==> src/bpfa_pkg.sv <==
// bpfa_pkg: shared constants, codes and payload types of the page frame allocator
// no dependencies
`timescale 1ns / 1ps

package bpfa_pkg;

   localparam int MAX_PAGES  = 65536;
   localparam int PAGE_SHIFT = 12;
   localparam int MAX_RUN    = 256;

   localparam int ADDR_W     = 48;
   localparam int CNT_W      = 9;
   localparam int CTR_W      = 17;
   localparam int OP_W       = 3;
   localparam int ST_W       = 3;
   localparam int PG_W       = $clog2(MAX_PAGES);
   localparam int NP_W       = PG_W + 1;
   localparam int PN_W       = ADDR_W - PAGE_SHIFT;
   localparam int WORD_BITS  = 64;
   localparam int WORD_LSB   = $clog2(WORD_BITS);
   localparam int MAP_WORDS  = MAX_PAGES / WORD_BITS;
   localparam int MAP_AW     = PG_W - WORD_LSB;
   localparam int FQ_DEPTH   = 2;
   localparam int FQ_AW      = $clog2(FQ_DEPTH);
   localparam int CSR_IDX_W  = 1;

   // operation codes
   localparam logic [OP_W-1:0] OP_RESERVE   = 3'd0;
   localparam logic [OP_W-1:0] OP_UNRESERVE = 3'd1;
   localparam logic [OP_W-1:0] OP_REQ_ONE   = 3'd2;
   localparam logic [OP_W-1:0] OP_REQ_RUN   = 3'd3;
   localparam logic [OP_W-1:0] OP_FREE      = 3'd4;

   // status codes
   localparam logic [ST_W-1:0] ST_OK          = 3'd0;
   localparam logic [ST_W-1:0] ST_OUT_RANGE   = 3'd1;
   localparam logic [ST_W-1:0] ST_ALREADY_SET = 3'd2;
   localparam logic [ST_W-1:0] ST_NOT_SET     = 3'd3;
   localparam logic [ST_W-1:0] ST_NO_FREE     = 3'd4;
   localparam logic [ST_W-1:0] ST_BELOW_BASE  = 3'd5;

   // register indexes
   localparam logic [CSR_IDX_W-1:0] CSR_BASE_ADDRESS = 1'd0;
   localparam logic [CSR_IDX_W-1:0] CSR_PAGES_IN_USE = 1'd1;

   typedef struct packed {
      logic [OP_W-1:0]   op;
      logic [ADDR_W-1:0] address;
      logic [CNT_W-1:0]  count;
   } req_type;

   typedef struct packed {
      logic [ST_W-1:0]   status;
      logic [ADDR_W-1:0] page_address;
      logic [CTR_W-1:0]  free_pages;
      logic [CTR_W-1:0]  reserved_pages;
      logic [CTR_W-1:0]  locked_pages;
   } rsp_type;

   // classified command between front and back
   typedef struct packed {
      logic [OP_W-1:0]  op;
      logic [PG_W-1:0]  page;
      logic             big;
      logic             below;
      logic [CNT_W-1:0] count;
   } cmd_type;

   typedef struct packed {
      logic    valid;
      cmd_type cmd;
   } cmdq_type;

endpackage

==> src/bpfa_front.sv <==
// bpfa_front: accepts transactions, turns addresses into page indexes, queues commands
// depends on bpfa_pkg
`timescale 1ns / 1ps

module bpfa_front (
   input  logic                      clock,
   input  logic                      reset,
   input  logic                      push,
   input  bpfa_pkg::req_type         req_data,
   input  logic [bpfa_pkg::ADDR_W-1:0] base_address,
   input  logic                      take,
   output logic                      q_full,
   output bpfa_pkg::cmdq_type        cmdq
);
   import bpfa_pkg::*;

   cmd_type               fifo_ff [FQ_DEPTH];
   logic [FQ_AW-1:0]      wptr_ff, wptr_in, rptr_ff, rptr_in;
   logic [FQ_AW:0]        fill_ff, fill_in;
   logic [ADDR_W:0]       diff;
   logic [PN_W-1:0]       pn;
   cmd_type               cmd;
   logic                  wr, rd;

   always_comb begin
      diff = {1'b0, req_data.address} - {1'b0, base_address};
      if (req_data.op == OP_FREE) begin
         pn = diff[ADDR_W-1:PAGE_SHIFT];
      end else begin
         pn = req_data.address[ADDR_W-1:PAGE_SHIFT];
      end
      cmd.op    = req_data.op;
      cmd.page  = pn[PG_W-1:0];
      cmd.big   = |pn[PN_W-1:PG_W];
      cmd.below = diff[ADDR_W];
      cmd.count = req_data.count;
   end

   assign q_full     = (fill_ff == (FQ_AW+1)'(FQ_DEPTH));
   assign wr         = push && !q_full;
   assign rd         = take && (fill_ff != '0);
   assign cmdq.valid = (fill_ff != '0);
   assign cmdq.cmd   = fifo_ff[rptr_ff];

   always_comb begin
      wptr_in = wr ? wptr_ff + 1'b1 : wptr_ff;
      rptr_in = rd ? rptr_ff + 1'b1 : rptr_ff;
      fill_in = fill_ff + (FQ_AW+1)'(wr) - (FQ_AW+1)'(rd);
   end

   always_ff @(posedge clock) begin
      if (reset) begin
         wptr_ff <= '0;
         rptr_ff <= '0;
         fill_ff <= '0;
      end else begin
         wptr_ff <= wptr_in;
         rptr_ff <= rptr_in;
         fill_ff <= fill_in;
      end
   end

   always_ff @(posedge clock) begin
      if (wr) begin
         fifo_ff[wptr_ff] <= cmd;
      end
   end

endmodule

==> config.mk <==
export PLATFORM = sky130hd
export DESIGN_NAME = bpfa_front
export DESIGN_NICKNAME = d
export VERILOG_FILES = /design/src/bpfa_pkg.sv /design/src/bpfa_front.sv
export SDC_FILE = /design/constraint.sdc
export NUM_CORES = 1
export LEC_CHECK = 0
export BUFFER_PORTS_ARGS = -buffer_cell sky130_fd_sc_hd__buf_4
export CORE_MARGIN = 3
export CORE_UTILIZATION = 25
export DETAILED_ROUTE_END_ITERATION = 7
export GPL_ROUTABILITY_DRIVEN = 0
export MAX_ROUTING_LAYER = met4
export SLEW_MARGIN = 10
export SYNTH_ARGS = -nofsm -noshare
export SYNTH_HDL_FRONTEND = slang
export SYNTH_SLANG_ARGS = --single-unit
==> constraint.sdc <==
create_clock -name clock -period 9.95 [get_ports clock]
set_clock_uncertainty 0.15 [all_clocks]
set_input_delay 0.4975 -clock clock [delete_from_list [all_inputs] [get_ports clock]]
set_output_delay 0.4975 -clock clock [all_outputs]
set_load 0.01 [all_outputs]
==> results of run 1 <==
-- state kept, by name (all words and copies together), names as in the netlist, named ones only --
register  cells
fifo_ff      60
rptr_ff       1
fill_ff       2
wptr_ff       1
-- where the power goes --
part	switching [mW]	internal [mW]
combinational	0.210	0.202
sequential	0.00997	0.350
clock	0.121	0.196
total	0.341	0.748
-- worst max-delay path by stage --
stage                         start              to  slack [ps]
floorplan           base_address[2]  fifo_ff[0][10]        6470
finish                 req_data[11]  fifo_ff[1][10]        6470
global placement       req_data[11]  fifo_ff[0][10]        6170
CTS                    req_data[11]  fifo_ff[1][10]        6470
detailed placement     req_data[11]  fifo_ff[1][10]        6110
global route        base_address[2]  fifo_ff[1][10]        6330
-- area by class of cell --
type                            instances  share of cell area [%]
Multi-Input combinational cell        416                   44.28
Sequential cell                        65                   27.48
Timing Repair Buffer                  147                   15.95
Tap cell                              270                   4.882
Clock buffer                            9                   3.254
Inverter                               56                   3.037
Clock inverter                          7                   1.121
-- cell families (layout without fill, tap and decap cells) --
logic type	count (synthesis)	in the layout	synth area share [%]
AO/OA/AOI/OAI	159	159	20.75
AND/OR/NAND/NOR	143	143	13.73
buffers and inverters	68	219	4.959
flip-flops	65	65	36.42
adder cells (fa/ha/maj)	49	49	11.74
multiplexers	33	33	7.044
XOR/XNOR	32	32	5.367
-- stage by stage --
step                      hold WS, ps  instance area [µm²]  power, mW
after floorplan                 331.1                 5223     0.6221
final                           196.7                 6920      1.088
after global placement          346.3                 6618     0.7802
after global routing            179.1                 6920      1.160
after CTS                       181.4                 6920      1.109
after detailed placement        366.0                 6618     0.7839
-- cell usage in the layout, fill, tap and decap left out, types with 3 or more instances in the layout --
cell       netlist  final
mux2_2          30     30
nand2_1         50     50
o31ai_1          3      3
and2_1           7      7
and3_1          10     10
a21oi_1         45     45
a31oi_1          3      3
mux2i_1          3      3
nand3_1         10     10
o21ai_0         26     26
or4_1            3      3
o21ai_1         13     13
buf_4            0    147
o21a_1          11     11
nand4_1          6      6
o21bai_1         4      4
dfxtp_1          5      5
clkbuf_16        0      9
xor2_1          19     19
edfxtp_1        60     60
nand2b_1         8      8
ha_1            49     49
nor4_1           6      6
nor3_1           8      8
a21o_1          17     17
o2111ai_1        5      5
inv_1           56     56
o211ai_1         4      4
nor2b_1          5      5
xnor2_1         13     13
nor2_1          21     20
-- metal layers --
metal	GRT usage [%]	share of wire [%]
met5	-	0
met4	4.163	2.3
met2	19.87	46
met3	3.010	6.8
met1	15.84	45
==> results.sh, run 1 <==
export IMPL_status="finished clean"
export IMPL_ios=144
export IMPL_dp_hpwl_mm=11.48
export IMPL_synth_edf_count=60
export IMPL_post_place_cells=954
export IMPL_drc=0
export IMPL_port_buffers=143
export IMPL_ys_top_cells_by_count="60 x edfxtp_1, 56 x inv_1, 50 x nand2_1, 49 x ha_1, 45 x a21oi_1"
export IMPL_min_period_ps=3485
export IMPL_pre_cts_slack_ps=6112
export IMPL_grt_max_degree=36
export IMPL_synthTopCellsByArea="edfxtp_1 34%, ha_1 12%, mux2_2 6.5%, a21oi_1 4.3%, inv_1 4.0%"
export IMPL_syn_nets=710
export IMPL_hold_depth=1
export IMPL_cts_num_sinks=65
export IMPL_htree_levels=3
export IMPL_grt_pass1_vias=4343
export IMPL_r2r_start="fill_ff[1]"
export IMPL_tightest_slew_ps=536.9
export IMPL_reg2regPathDepth=8
export IMPL_area_delta_synth_final_pct=32.51
export IMPL_fin_setup_tns_ps=0
export IMPL_grt_overflow_total=0
export IMPL_yosys_area_top_type="edfxtp_1"
export IMPL_worstSetupPathDepth=12
export IMPL_finalMaxSlewViolations=0
export IMPL_die_x_um=150.5
export IMPL_rows=52
export IMPL_async_flop_share_pct=0
export IMPL_setup_violations=0
export IMPL_cts_root_buf="clkbuf_16"
export IMPL_fmaxAchievable_mhz=287.0
export IMPL_grt_first_pass_wirelength_mm=21.67
export IMPL_period_share_pct=35.02
export IMPL_track_usage_pct=12.57
export IMPL_yosysMostFrequentCell="edfxtp_1"
export IMPL_clk_latency_ps=330
export IMPL_critical_path_endpoint_type="flip-flop"
export IMPL_cp_cell_sequence="buf_4, ha_1, o21a_1, o2111ai_1, or4b_4, and2_1, o311ai_1, nand2_1, xnor2_1, or4_1, o41ai_2, nand4_1"
export IMPL_cts_inserted_buffers=9
export IMPL_yosysWarningCount=0
export IMPL_cp_top_family="simple AND/OR/NAND/NOR gates"
export IMPL_critPathKind="in -> reg"
export IMPL_finish_utilization_pct=33.98
export IMPL_drive_gt1_share_pct=29.71
export IMPL_dr_pass1_iters=4
export IMPL_powerDensity_nw_per_um2=157.2
export IMPL_crit_buf_inv=1
export IMPL_worst_slack_ps=6465
export IMPL_worstReg2RegEnd="fill_ff[1]"
export IMPL_ys_types=62
export IMPL_multi_input_area_um2=3064
export IMPL_rsz0062_at_grt="no"
export IMPL_drtIter0Drc=234
export IMPL_syn_cell_area_um2=5223
export IMPL_cts_setup_buffers=0
export IMPL_clockBufferDepth=2
export IMPL_vias=4501
export IMPL_cpPeakStageDelay_ps=560
export IMPL_tritoncts="yes"
export IMPL_hold_violations=0
export IMPL_clk_pin_slew_ps=60
export IMPL_hp_class="in -> reg"
export IMPL_antenna_left=0
export IMPL_via_per_inst=4.640
export IMPL_synthCells=549
export IMPL_rrSetupSlack_ps=8060
export IMPL_core_area_um2=20360
export IMPL_wirelength_mm=14.08
export IMPL_cp_start_kind="input port"
export IMPL_crit_arrival_ps=3390
export IMPL_nets=856
export IMPL_die_h_um=150.5
export IMPL_min_to="fifo_ff[1][0]"
export IMPL_synth_ff_type="edfxtp_1"
export IMPL_cts_hold_buffers=0
export IMPL_antenna_found_initial=0
export IMPL_register_area_um2=1902
export IMPL_peakVddDrop_v=0.00006855
export IMPL_crit_fanout=5
export IMPL_synth_top_area_share_pct=34.50
export IMPL_cts_resized_gates=0
export IMPL_p_leak_nw=3.053
export IMPL_fin_cells=970
export IMPL_synth_seq_cells=65
export IMPL_syn_area_per_cell_um2=9.513
export IMPL_hp_start="req_data[0]"
export IMPL_cp_slowest_cell="or4b_4"
export IMPL_crit_required_ps=9860
export IMPL_fillers=2086
export IMPL_post_drt_wl_per_cell_um=14.51
export IMPL_seq_area_frac_synth_pct=36.42
export IMPL_maxCapViolations=0
export IMPL_max_slew_margin_pct=63.88
export IMPL_diodes=0
export IMPL_start_util_pct=25.65
export IMPL_die_area_um2=22660
No activity file was read; power rests on OpenSTA's default activity.
==> run 2: changes to the inputs <==
--- a/config.mk
+++ b/config.mk
@@ -5,6 +5,7 @@
 export SDC_FILE = /design/constraint.sdc
 export NUM_CORES = 1
 export LEC_CHECK = 0
+export ABC_AREA = 1
 export BUFFER_PORTS_ARGS = -buffer_cell sky130_fd_sc_hd__buf_4
 export CORE_MARGIN = 3
 export CORE_UTILIZATION = 25
==> constraint.sdc (replaced) <==
create_clock -name clock -period 3.55 [get_ports clock]
set_clock_uncertainty 0.15 [all_clocks]
set_input_delay 0.1775 -clock clock [delete_from_list [all_inputs] [get_ports clock]]
set_output_delay 0.1775 -clock clock [all_outputs]
set_load 0.01 [all_outputs]
==> run 2 against run 1 <==
Effect of this change:
- setup slack worse by 5400 ps
- non-clock buffer count up 13
- wire length up 53%
- area after synthesis up 30%
- critical endpoint is now fifo_ff[1][9]
- largest cell class unchanged
==> results.sh, run 2 <==
export IMPL_drtIter0Drc=488
export IMPL_syn_cell_area_um2=6764
export IMPL_synthTopCellsByArea="edfxtp_1 27%, nand2_1 20%, inv_1 12%, ha_1 9.1%, mux2_2 5.0%"
export IMPL_async_flop_share_pct=0
export IMPL_rsz0062_at_grt="no"
export IMPL_max_slew_margin_pct=50.42
export IMPL_maxCapViolations=0
export IMPL_clockPowerShare_pct=28.8
export IMPL_ios=144
export IMPL_post_place_cells=1528
export IMPL_area_delta_synth_final_pct=29.04
export IMPL_post_drt_wl_per_cell_um=13.87
export IMPL_critPathKind="in -> reg"
export IMPL_fillers=2895
export IMPL_yosys_area_top_type="edfxtp_1"
export IMPL_crit_arrival_ps=2350
export IMPL_wirelength_mm=21.59
export IMPL_vias=6932
export IMPL_syn_nets=1214
export IMPL_clockBufferDepth=2
export IMPL_clk_pin_slew_ps=50
export IMPL_fin_cells=1556
export IMPL_tightest_slew_ps=724.9
export IMPL_swShare_pct=33.05
export IMPL_total_power_mw=3.391
export IMPL_grt_overflow_total=0
export IMPL_register_area_um2=1902
export IMPL_grt_max_degree=41
export IMPL_fmaxAchievable_mhz=404.2
export IMPL_p_seq_share_pct=29.9
export IMPL_cts_num_sinks=65
export IMPL_diodes=0
export IMPL_combPwrFrac_pct=41.4
export IMPL_worstReg2RegEnd="fifo_ff[1][8]"
export IMPL_p_sw_mw=1.121
export IMPL_drc=0
export IMPL_ys_types=37
export IMPL_start_util_pct=25.67
export IMPL_reg2regPathDepth=4
export IMPL_r2r_start="fill_ff[1]"
export IMPL_track_usage_pct=15.16
export IMPL_tritoncts="yes"
export IMPL_use_met2_pct=24.88
export IMPL_synthCells=1053
export IMPL_fin_setup_tns_ps=0
export IMPL_top_regs="fifo_ff: 60 flops, fill_ff: 2 flops"
export IMPL_p_leak_nw=4.608
export IMPL_hold_violations=0
export IMPL_cts_root_buf="clkbuf_16"
export IMPL_syn_area_per_cell_um2=6.424
export IMPL_grt_first_pass_wirelength_mm=34.02
export IMPL_core_area_um2=26350
export IMPL_die_area_um2=29070
export IMPL_antenna_left=0
export IMPL_cp_start_kind="input port"
export IMPL_dp_hpwl_mm=18.48
export IMPL_setup_violations=0
export IMPL_seq_area_frac_synth_pct=28.12
export IMPL_p_int_mw=2.270
export IMPL_crit_required_ps=3420
export IMPL_peakVddDrop_v=0.0002166
export IMPL_crit_start="req_data[42]"
export IMPL_grt_busiest_layer="met2"
export IMPL_drive_gt1_share_pct=20.23
export IMPL_antenna_found_initial=0
export IMPL_finish_utilization_pct=33.12
export IMPL_largest_reg_flops=60
export IMPL_die_h_um=170.5
export IMPL_finalMaxSlewViolations=0
export IMPL_cts_inserted_buffers=9
export IMPL_ys_top_cells_by_count="369 x nand2_1, 216 x inv_1, 85 x nor2_1, 60 x edfxtp_1, 50 x a21oi_1"
export IMPL_hp_start="req_data[26]"
export IMPL_rows=59
export IMPL_synth_top_area_share_pct=26.64
export IMPL_dpl_instance_area_um2=8265
export IMPL_largest_register="fifo_ff"
export IMPL_synth_edf_count=60
export IMPL_clk_latency_ps=320
export IMPL_die_x_um=170.5
export IMPL_grt_pass1_vias=6922
export IMPL_use_met1_pct=19.65
export IMPL_dr_pass1_iters=6
export IMPL_min_period_ps=2474
export IMPL_yosysWarningCount=0
export IMPL_multi_input_area_um2=3978
export IMPL_final_common_cell="nand2_1"
export IMPL_htree_levels=3
export IMPL_crit_fanout=5
export IMPL_via_per_inst=4.455
export IMPL_use_met3_pct=2.067
export IMPL_final_area_um2=8728
export IMPL_hp_class="in -> reg"
export IMPL_layout_common_cells="369 x nand2_1, 216 x inv_1, 147 x buf_4"
export IMPL_cts_setup_buffers=0
export IMPL_nets=1378
export IMPL_critical_path_endpoint_type="flip-flop"
export IMPL_synth_seq_cells=65
export IMPL_status="finished clean"
export IMPL_powerDensity_nw_per_um2=388.5
export IMPL_period_share_pct=69.69
export IMPL_hold_depth=3
export IMPL_synth_ff_type="edfxtp_1"
export IMPL_port_buffers=143
export IMPL_min_to="fifo_ff[1][16]"
export IMPL_rrSetupSlack_ps=1450
export IMPL_yosysMostFrequentCell="nand2_1"
## run 2: cell types whose count changed after synthesis, sizes merged, moves of 11 or more
cell,previous run,this run
a21o,17,1
nor2,21,101
xor2,19,5
nand3,10,43
o21ai,40,29
nand2,50,384
inv,56,230
## run 2: cell type report
type	instances	share of cell area (%)
clock buffer	9	2.580
clock inverter	6	1.233
inverter	230	9.891
multi-input combinational	751	45.57
sequential	65	21.79
tap	335	4.802
timing repair buffer	160	14.13
## run 2: how the worst max path moves through the flow
stage	end	slack, ps
2_1_floorplan	fifo_ff[1][0]	1130
3_3_place_gp	fifo_ff[1][9]	780
3_5_place_dp	fifo_ff[1][9]	730
4_1_cts	fifo_ff[1][9]	1070
5_1_grt	fifo_ff[1][9]	790
6_report	fifo_ff[1][9]	1080
## run 2: timing repair
| item | 4_1_cts | 5_1_grt |
|---|---|---|
| endpoints found under the hold margin | 29 | 0 |
| endpoints found under the setup margin | 0 | 0 |
| resized for setup | 0 | 0 |
| hold buffers | 13 | 0 |
## run 2: power groups by stage
stage          clock network, mW  registers [mW]  logic [mW]
3_5_place_dp                   0            1.03        1.39
6_report                   0.976            1.01        1.40
4_1_cts                     1.00            1.01        1.41
2_1_floorplan                  0            1.02       0.856
3_3_place_gp                   0            1.02        1.38
5_1_grt                     1.02            1.02        1.57
## run 2: critical path: stages
cell       delay, ps
buf_4            120
ha_1             390
a21oi_1          340
o21ai_0          170
nand2_1           90
nand2_1           50
a21oi_1          180
nand3_1          140
a2111oi_0        680
## run 2: through the flow
stage / worst slack (ps) / hold slack (ps)
2_1_floorplan: 1126 / 96.57
3_3_place_gp: 784.1 / 212.3
3_5_place_dp: 734.9 / 215.0
4_1_cts: 1075 / 17.13
5_1_grt: 793.5 / 37.10
6_report: 1076 / 34.83
## run 2: kinds of logic (layout without fill, tap and decap cells)
| kind of cell | after synthesis | after routing | synth area share, % |
|---|---|---|---|
| and+or+nand+nor | 556 | 556 | 34.39 |
| buffers and inverters | 237 | 405 | 13.15 |
| adders and majority gates | 49 | 49 | 9.064 |
| xor gates and xnor gates | 17 | 17 | 2.201 |
| DFF | 65 | 65 | 28.12 |
| AOI/OAI and AO/OA | 99 | 99 | 8.084 |
| muxes | 30 | 30 | 4.994 |
## run 2: metal layers
layer  part of all wire [%]  up-vias
li1                       -     3589
met1                     46     3076
met2                     46      232
met3                    6.5       35
met4                    2.3        0
met5                      0        -
